## src/rtl/mlt_pkg.sv

```systemverilog
// ----------------------------------------------------------------------------
// mlt_pkg
// Types and codes shared by the MAC learning table.
// ----------------------------------------------------------------------------
package mlt_pkg;

   localparam int KEY_W = 60;

   localparam logic [2:0] FN_LEARN      = 3'd0;
   localparam logic [2:0] FN_ADD_STATIC = 3'd1;
   localparam logic [2:0] FN_LOOKUP     = 3'd2;
   localparam logic [2:0] FN_REMOVE     = 3'd3;
   localparam logic [2:0] FN_SWEEP      = 3'd4;

   localparam logic [3:0] ST_INSERTED  = 4'd0;
   localparam logic [3:0] ST_REFRESHED = 4'd1;
   localparam logic [3:0] ST_MOVED     = 4'd2;
   localparam logic [3:0] ST_FULL      = 4'd3;
   localparam logic [3:0] ST_CONFLICT  = 4'd4;
   localparam logic [3:0] ST_REJECTED  = 4'd5;
   localparam logic [3:0] ST_HIT       = 4'd6;
   localparam logic [3:0] ST_MISS      = 4'd7;
   localparam logic [3:0] ST_REMOVED   = 4'd8;
   localparam logic [3:0] ST_NOT_FOUND = 4'd9;
   localparam logic [3:0] ST_SWEPT     = 4'd10;

   localparam logic REG_CAPACITY = 1'b0;
   localparam logic REG_LIFETIME = 1'b1;

   typedef enum logic [1:0] {
      S_IDLE,
      S_MATCH,
      S_DECIDE
   } state_type;

   typedef struct packed {
      logic write;
      logic clear;
   } cell_cmd_type;

   typedef struct packed {
      logic [KEY_W-1:0] key;
      logic [7:0]       port;
      logic             pinned;
   } cell_data_type;

   typedef struct packed {
      logic valid;
      logic match;
      logic expire;
      logic pinned;
   } cell_stat_type;

endpackage

```

## src/rtl/mlt_cell.sv

```systemverilog
// ----------------------------------------------------------------------------
// mlt_cell
// One table entry: stores key, port, type and stamp; registers key match
// and expiry against the broadcast request every cycle.
// ----------------------------------------------------------------------------
module mlt_cell #(
   parameter int TIME_BITS = 32
) (
   input  logic                     clock,
   input  logic                     reset,
   input  mlt_pkg::cell_cmd_type    cmd,
   input  mlt_pkg::cell_data_type   data,
   input  logic [TIME_BITS-1:0]     stamp_in,
   input  logic [TIME_BITS-1:0]     now,
   input  logic [31:0]              lifetime,
   output mlt_pkg::cell_stat_type   stat,
   output logic [7:0]               port_out,
   output logic [TIME_BITS-1:0]     stamp_out
);
   import mlt_pkg::*;

   localparam int WW = (TIME_BITS > 32) ? TIME_BITS : 32;

   logic                 valid_ff, valid_in;
   logic [KEY_W-1:0]     key_ff;
   logic [7:0]           port_ff;
   logic                 static_ff;
   logic [TIME_BITS-1:0] stamp_ff;
   logic                 match_ff, match_in;
   logic                 expire_ff, expire_in;
   logic [TIME_BITS-1:0] age;

   always_comb begin
      valid_in = valid_ff;
      if (cmd.clear) valid_in = 1'b0;
      if (cmd.write) valid_in = 1'b1;
      age       = now - stamp_ff;
      match_in  = valid_ff && (key_ff == data.key);
      expire_in = valid_ff && !static_ff && (now >= stamp_ff) &&
                  (WW'(age) >= WW'(lifetime));
   end

   always_ff @(posedge clock) begin
      if (reset) begin
         valid_ff  <= 1'b0;
         match_ff  <= 1'b0;
         expire_ff <= 1'b0;
      end else begin
         valid_ff  <= valid_in;
         match_ff  <= match_in;
         expire_ff <= expire_in;
      end
   end

   always_ff @(posedge clock) begin
      if (cmd.write) begin
         key_ff    <= data.key;
         port_ff   <= data.port;
         static_ff <= data.pinned;
         stamp_ff  <= stamp_in;
      end
   end

   assign stat.valid  = valid_ff;
   assign stat.match  = match_ff;
   assign stat.expire = expire_ff;
   assign stat.pinned = static_ff;
   assign port_out    = port_ff;
   assign stamp_out   = stamp_ff;
endmodule

```

## config.mk

```make
export PLATFORM = sky130hd
export DESIGN_NAME = mlt_cell
export DESIGN_NICKNAME = d
export VERILOG_FILES = /design/src/rtl/mlt_pkg.sv /design/src/rtl/mlt_cell.sv
export SDC_FILE = /design/constraint.sdc
export NUM_CORES = 1
export LEC_CHECK = 0
export ABC_AREA = 1
export BUFFER_PORTS_ARGS = -buffer_cell sky130_fd_sc_hd__buf_2
export CORE_ASPECT_RATIO = 0.75
export CORE_MARGIN = 4
export CORE_UTILIZATION = 53
export DETAILED_ROUTE_END_ITERATION = 12
export GPL_TIMING_DRIVEN = 1
export PLACE_DENSITY = 0.87
export SYNTH_ARGS = -nofsm -noshare
export SYNTH_HDL_FRONTEND = slang
export SYNTH_SLANG_ARGS = --single-unit
```

## constraint.sdc

```tcl
create_clock -name clock -period 4.5 [get_ports clock]
set_input_delay 0.45 -clock clock [delete_from_list [all_inputs] [get_ports clock]]
set_output_delay 0.45 -clock clock [all_outputs]
set_load 0.005 [all_outputs]
```

# Word level (Yosys, flattened, before mapping)
# Cells that the tools add are included.
[word_totals] register_bits=104 in_bits=169 output_inout_bits=44 elab_cells=19
[op_classes] add_sub_neg=1 magnitude_cmp=2 eq_ne=1 n_mux=2 reduce_logical=6
[ops] operator="greater-or-equal comparator 32 bit" n=2
[ops] operator="equality test 60 bit" n=1
[ops] operator="subtractor 32 bit" n=1
[ops] operator="logical AND 1 bit" n=4
[ops] operator="two-way mux 1 bit" n=2
[ops] operator="nonzero test 2 bit" n=1
[ops] operator="zero test 1 bit" n=1

# Longest topological paths before layout
# Gate-level depths: netlist of the first run.
[depth] depth_word=4 depth_mapped=23 mapped_depth_nobuf=23

# Worst setup path before layout of the first run
# No wires, ideal clock.
[synth_timing] kind="input to register" start="input now[0]" end="register expire_ff" setup_ns=0.114 arrival_time_ns=2.595 t_required_ns=4.386 slack_ns=1.791 stages=22 n_path_buf=0 cell_sequence="inv_1 -> ha_1 -> fa_1 -> inv_1 -> nand2_1 -> nand2_1 -> nand2_1 -> o21ai_2 -> nand3_1 -> nand2_2 -> nand2_1 -> nand3_1 -> nand2_1 -> ha_1 -> nand2_1 -> nor2_1 -> nand2_1 -> inv_1 -> nand2_1 -> nand2_1 -> a21oi_1 -> nor2_1"
[synth_via] elab_chain_len=3 word_cells_on_any_way=5 classes_between="add/sub (1); order compare (2); reduce/logical (2)"
[synth_rtl] element="start, declared" line_no="mlt_cell.sv:14" source="input logic [TIME_BITS-1:0] now,"
[synth_rtl] element="subtractor 32 bit or greater-or-equal comparator 32 bit (tied branches)" line_no="mlt_cell.sv:37, mlt_cell.sv:39"
[synth_rtl] element="greater-or-equal comparator 32 bit or logical AND 1 bit (tied branches)" line_no="mlt_cell.sv:40, mlt_cell.sv:39"
[synth_rtl] element="logical AND 1 bit *" line_no="mlt_cell.sv:39" source="expire_in = valid_ff && !static_ff && (now >= stamp_ff) &&"
[synth_rtl] element="end signal, assigned" line_no="mlt_cell.sv:51" source="expire_ff <= expire_in;"
[synth_rtl] element="end, declared" line_no="mlt_cell.sv:30" source="logic expire_ff, expire_in;"
# Mark *: on every way between the ends. The rest lies on a longest branch, timed or not.
# A chain may end at the register's enable or synchronous reset.

# Worst setup path after layout of the first run
[layout_timing] start="register stamp_ff[0], in the netlist stamp_out[0]" end="register expire_ff"
[layout_via] elab_chain_len=3 word_cells_on_any_way=5 classes_between="add/sub (1); order compare (2); reduce/logical (2)"
[layout_rtl] element="start, declared" line_no="mlt_cell.sv:28" source="logic [TIME_BITS-1:0] stamp_ff;"
[layout_rtl] element="start signal, assigned" line_no="mlt_cell.sv:60" source="stamp_ff <= stamp_in;"
[layout_rtl] element="subtractor 32 bit or greater-or-equal comparator 32 bit (tied branches)" line_no="mlt_cell.sv:37, mlt_cell.sv:39"
[layout_rtl] element="greater-or-equal comparator 32 bit or logical AND 1 bit (tied branches)" line_no="mlt_cell.sv:40, mlt_cell.sv:39"
[layout_rtl] element="logical AND 1 bit *" line_no="mlt_cell.sv:39"
# Marked as above.

==> out/results.ini, run 1 <==
[global_routing]
track_usage=0.2455
grt_pass1_vias=6384
gr-total-overflow=0
antenna_found_initial=9
grt_pass1_wl_um=29970
grt_start_max_net_pins=71

[synthesis]
syn_area_per_cell_sq_um=8.153
synth_area_sq_mm=0.007151
synth_nets=1111
post-synth-top-area-cell=edfxtp_1
synth_cell_types=34
ys_ff_latch=104
synthTopCellsByArea=edfxtp_1 (42%), nand2_1 (11%), ha_1 (11%), inv_1 (9.4%), nor2_1 (3.9%)
yosys_warnings=0
synth_flop_cell=edfxtp_1
yosysSeqAreaShare=0.4325
synthArstFlopShare=0
syn_inst=877
synth_edf_count=101
synth_top_area_share=0.4241

[clocking]
h-tree-depth=3
clk_pin_slew_ns=0.08
ctsHoldBuffers=0
cts_inserted_buffers=9
post_cts_resized=0
cts.sinks=104
worstSkewPairLatency_ns=0.34
cts_tree=built
cts_buffer_depth=2
clk_root_buffer_cell=clkbuf_16
post_cts_buffers=0

[detailed_routing]
drt-wirelength-per-cell_um=14.66
viasPerCell=5.088
drt_first_pass_iters=7
ant_nets=0
vias=6498
drt-total-wl_um=18720
remaining_drc_errors=0
initialDrtViolationCount=480

[pwr]
p_leak_nw=4.452
swShare=0.3173
p_comb_frac=0.297
clockPowerShare=0.273
pwr-share-seq=0.430
switchingPower_uw=868.1
irDropWorstVdd_v=0.0002089
finalPower_mw=2.736
p_per_area_mw_per_mm2=314.4
intPower_mw=1.868

[floorplanning]
dieArea_sq_mm=0.01543
die_x_um=142.1
row_count=36
ios=213
core_sq_mm=0.01311
initial_utilization=0.5455
die_y_um=108.6

[place]
place_hpwl_um=15830
place_area_sq_mm=0.008406
port_buffers=212
place_congestion=0.9668
dp_slack_ns=1.451

[worst_setup_path]
crit_chain=ha_1, fa_1, inv_1, nand2_1, nand2_1, nand2_1, o21ai_2, nand3_1, nand2_2, nand2_1, nand3_1, nand2_1, ha_1, nand2_1, nor2_1, nand2_1, nand2_1, nand2_1, nand2_1, a21oi_1, nor2_1
crit_top_cell=nand2_1
worstPathArrival_ns=3.11
crit_fanout=3
critPathTopFamily=simple AND/OR/NAND/NOR gates
reg2reg_to=expire_ff
critPathKind=register to register
cp_num_buf_inv=1
start_kind=register
cp_slowest_stage_delay_ns=0.41
reg2reg_slack_ns=1.64
regToRegStartpoint=stamp_out[0]
slowest_stage=fa_1
ff2ff_path_depth=21
endpoint_kind=register
crit_required_ns=4.74

[layout]
drive_gt1_frac=0.2250
fin_area_sq_mm=0.008701
final_nets=1331
syn2layout_area_growth_pct=21.68

[timing]
max_freq_mhz=349.6
slew-limit-headroom=0.4291
setup_viol=0
clock_skew_ns=0.01815
fin_crit_sh=0.6357
drv_slew=0
rsz0062_at_grt=no
fin_ws_ns=1.639
finalSetupTns_ns=0
hold_viol=0
min_period_ns=2.861
worst_pin_slew_ns=0.8563

[min_path]
hp-class=primary input to register
min_to=stamp_out[30]
holdCritStartpoint=stamp_in[30]
min_path_cells=1

[job]
cap_violations=0

[status]
status=completed

[metal layers]
metal  vias up  track usage  routed length, um
met5         -            0                 65
li1       3299            -                  -
met3        34      0.06764               1543
met2       246       0.4108               8906
met4        10      0.07397                352
met1      2909       0.3124               7847
[worst reg2reg max path, cell delays in order, from the launching register on]
cell and delay [ns]:
edfxtp_1 0.40, ha_1 0.26, fa_1 0.41, inv_1 0.08
nand2_1 0.05, nand2_1 0.07, nand2_1 0.09, o21ai_2 0.18
nand3_1 0.11, nand2_2 0.11, nand2_1 0.08, nand3_1 0.08
nand2_1 0.08, ha_1 0.28, nand2_1 0.08, nor2_1 0.06
nand2_1 0.07, nand2_1 0.05, nand2_1 0.05, nand2_1 0.04
a21oi_1 0.12, nor2_1 0.05
[synthesized netlist by cell type (2+ instances only)]
library cell	n
o22ai_1	12
nor2_1	74
a211oi_1	3
buf_4	4
inv_1	179
nand2_1	216
nand4_1	11
xnor2_1	17
o21ai_2	2
ha_1	64
o2111ai_1	2
or2_1	2
nor2_2	3
nor3_1	11
o21a_1	5
inv_2	2
a21oi_1	52
o21bai_1	3
a22o_1	2
nand3_1	34
o21ai_0	33
dfxtp_1	3
nand2_2	10
xor2_1	22
and3_1	2
edfxtp_1	101
[cell type report]
type	count	area, sq um
Multi-Input combinational cell	588	3348
Inverter	181	679.4
Sequential cell	104	3093
Fill cell	1078	4407
Clock inverter	5	42.54
Timing Repair Buffer	213	1071
Clock buffer	11	242.7
Antenna cell	4	10.01
Tap cell	171	214.0
[layout by cell type (no fill, tap or decap), types with 2 or more instances in the layout]
master	instances
nand3_1	34
nor2_2	3
buf_4	2
xnor2_1	17
xor2_1	22
a21oi_1	52
o21ai_0	33
nand2_1	216
nand2_2	10
nor2_1	74
o21bai_1	3
inv_1	179
a22o_1	2
buf_2	211
nor3_1	11
o21a_1	5
inv_2	2
diode_2	4
a211oi_1	3
clkbuf_16	9
o22ai_1	12
o21ai_2	2
clkinvlp_4	3
or2_1	2
nand4_1	11
edfxtp_1	101
dfxtp_1	3
o2111ai_1	2
and3_1	2
ha_1	64
[sequential cells by signal (all words and copies together), names as in the netlist]
register and flops:
key_ff 60, port_out 8, match_ff 1, expire_ff 1, valid_ff 1, static_ff 1, stamp_out 32
[metrics by stage]
step,std cells,hold WS [ns],utilization
floorplan,877,0.4936,-
global placement,1257,0.5573,0.6413
detailed placement,1257,0.5759,0.6413
CTS,1273,0.2671,0.6630
global route,1277,0.2602,0.6638
finish,1277,0.2774,0.6638
[worst max-delay path by stage]
stage                  startpoint        end  slack, ns  depth (start not counted)
global route        stamp_out[13]  expire_ff       1.34                         20
floorplan                  now[0]  expire_ff       1.79                         22
global placement           now[0]  expire_ff       1.55                         19
detailed placement         now[0]  expire_ff       1.45                         22
finish               stamp_out[0]  expire_ff       1.64                         21
CTS                  stamp_out[0]  expire_ff       1.65                         21
[power groups by stage]
stage	Sequential, mW	Combinational, mW	Clock (mW)
5_1_grt	1.19	0.927	0.805
2_1_floorplan	1.20	0.515	0
6_report	1.18	0.813	0.746
3_3_place_gp	1.20	0.773	0
4_1_cts	1.18	0.806	0.762
3_5_place_dp	1.20	0.800	0
[cell families (layout without fill, tap and decap cells)]
logic type / Yosys count / in the layout / synth area share
AND/OR/NAND/NOR: 366 / 366 / 0.2115
buffers and inverters: 185 / 410 / 0.09921
AO/OA/AOI/OAI: 118 / 118 / 0.09414
flip-flops: 104 / 104 / 0.4325
adder cells (fa/ha/maj): 65 / 65 / 0.1148
XOR/XNOR: 39 / 39 / 0.04777
other: 0 / 4 / 0
(Power assumes the default switching activity.)
==> run 2: changes to the inputs <==
==> constraint.sdc (replaced) <==
create_clock -name clock -period 2.9 [get_ports clock]
set_input_delay 0.29 -clock clock [delete_from_list [all_inputs] [get_ports clock]]
set_output_delay 0.29 -clock clock [all_outputs]
set_load 0.005 [all_outputs]
==> out/results.ini, run 2 (same netlist as run 1, synthesis figures left out) <==
[pwr]
pwr-share-seq=0.411
swShare=0.3321
irDropWorstVdd_v=0.0004525
switchingPower_mw=1.478
finalPower_mw=4.449
clockPowerShare=0.268
p_per_area_mw_per_mm2=486.4
intPower_mw=2.972
p_leak_nw=4.547
p_comb_frac=0.322

[worst_setup_path]
worstPathArrival_ns=3.05
cp_slowest_stage_delay_ns=0.44
start_kind=register
crit_fanout=3
crit_top_cell=nand2_1
slowest_stage=edfxtp_1
crit_chain=ha_4, fa_2, inv_2, nand2_2, nand2_4, nand2_4, o21ai_4, nand3_2, nand2_4, nand2_2, nand3_2, nand2_1, ha_1, nand2_2, o21a_1, nand2_1, nand2_1, nand2_1, a21oi_2, nor2_1
endpoint_kind=register
critPathKind=register to register
crit_required_ns=3.14
ff2ff_path_depth=20

[layout]
largest_register=key_ff
final_nets=1343
mostFrequentLayoutCell=buf_2
final_cell_mix=buf_2 (211), nand2_1 (202), inv_1 (178)
seq_area_sq_mm=0.003093
multiInputGateArea_sq_mm=0.003684
fin_area_sq_mm=0.009148
fillers=1030
fin_cells=1287
drive_gt1_frac=0.2899
largest_reg_flops=60
syn2layout_area_growth_pct=27.93

[place]
place_inst=1262
port_buffers=212
dp_slack_ns=0.02780
place_congestion=0.9514
place_hpwl_um=16080
place_area_sq_mm=0.008456

[global_routing]
grt_start_max_net_pins=53
grt_pass1_vias=6498
gr-total-overflow=0
track_usage=0.2433
grt_pass1_wl_um=29850
antenna_found_initial=9

[timing]
setup_viol=0
min_period_ns=2.806
max_freq_mhz=356.4
hold_viol=0
worst_pin_slew_ns=0.6400
clock_skew_ns=0.01435
holdWs_ns=0.1193
drv_slew=0
fin_crit_sh=0.9676
rsz0062_at_grt=yes
fin_ws_ns=0.09395
slew-limit-headroom=0.5733

[detailed_routing]
viasPerCell=5.318
drt-total-wl_um=19960
remaining_drc_errors=0
drt-wirelength-per-cell_um=15.51
drt_first_pass_iters=7
vias=6844
initialDrtViolationCount=495
ant_nets=0

[clocking]
clk_root_buffer_cell=clkbuf_16
cts_tree=built
worstSkewPairLatency_ns=0.34
clk_pin_slew_ns=0.08
ctsHoldBuffers=0
h-tree-depth=3
cts_buffer_depth=2
cts.sinks=104
cts_inserted_buffers=9

[floorplanning]
ios=213
row_count=36
initial_utilization=0.5455
die_x_um=142.1
dieArea_sq_mm=0.01543
core_sq_mm=0.01311
die_y_um=108.6

[job]
cap_violations=0

[min_path]
hp-class=primary input to register
min_path_cells=1

[status]
status=completed

-- run 2: metal layers --
layer	wire length, um	GRT usage	vias to the layer above
met2	9769	0.4283	320
met5	76	0	-
li1	-	-	3323
met3	1942	0.06985	61
met1	7728	0.3005	3126
met4	446	0.04795	14
-- run 2: worst paths after layout --
path,startpoint,endpoint,slack [ns]
max,stamp_out[0],expire_ff,0.09
min,stamp_in[29],stamp_out[29],0.12
max reg2reg,stamp_out[0],expire_ff,0.09
min reg2reg,valid_ff,valid_ff,0.58
-- run 2: power by group through the flow --
| stage | Sequential [mW] | Combinational [mW] | Clock [mW] |
|---|---|---|---|
| 2_1_floorplan | 1.86 | 0.800 | 0 |
| 3_3_place_gp | 1.85 | 1.21 | 0 |
| 3_5_place_dp | 1.86 | 1.26 | 0 |
| 4_1_cts | 1.83 | 1.27 | 1.22 |
| 5_1_grt | 1.84 | 1.60 | 1.28 |
| 6_report | 1.83 | 1.43 | 1.19 |
-- run 2: cell type report --
| class | count | area share |
|---|---|---|
| Multi-Input combinational cell | 588 | 0.4027 |
| Sequential cell | 104 | 0.3381 |
| Timing Repair Buffer | 225 | 0.1283 |
| Inverter | 181 | 0.07427 |
| Clock buffer | 9 | 0.02462 |
| Tap cell | 171 | 0.02339 |
| Clock inverter | 7 | 0.008070 |
| Antenna cell | 2 | 0.0005471 |
-- run 2: critical path, delay by kind of cell, from the launching register on --
kind | cells | cell delay (ns)
adder cells (fa/ha/maj) | 3 | 0.88
flip-flops | 1 | 0.44
AND/OR/NAND/NOR | 13 | 0.92
AO/OA/AOI/OAI | 3 | 0.40
buffers and inverters | 1 | 0.08
-- run 2: stage by stage --
step	setup TNS, ns	utilization
after floorplan	0	-
after global placement	0	0.6451
after detailed placement	0	0.6451
after CTS	0	0.6679
after global routing	-0.09386	0.6979
final	0	0.6979
-- run 2: repair_timing --
action / in CTS / in global routing
buffers inserted: 0 / 7
setup endpoints to repair: 0 / 1
gates resized for setup: 0 / 81
endpoints found under the hold margin: 0 / 0
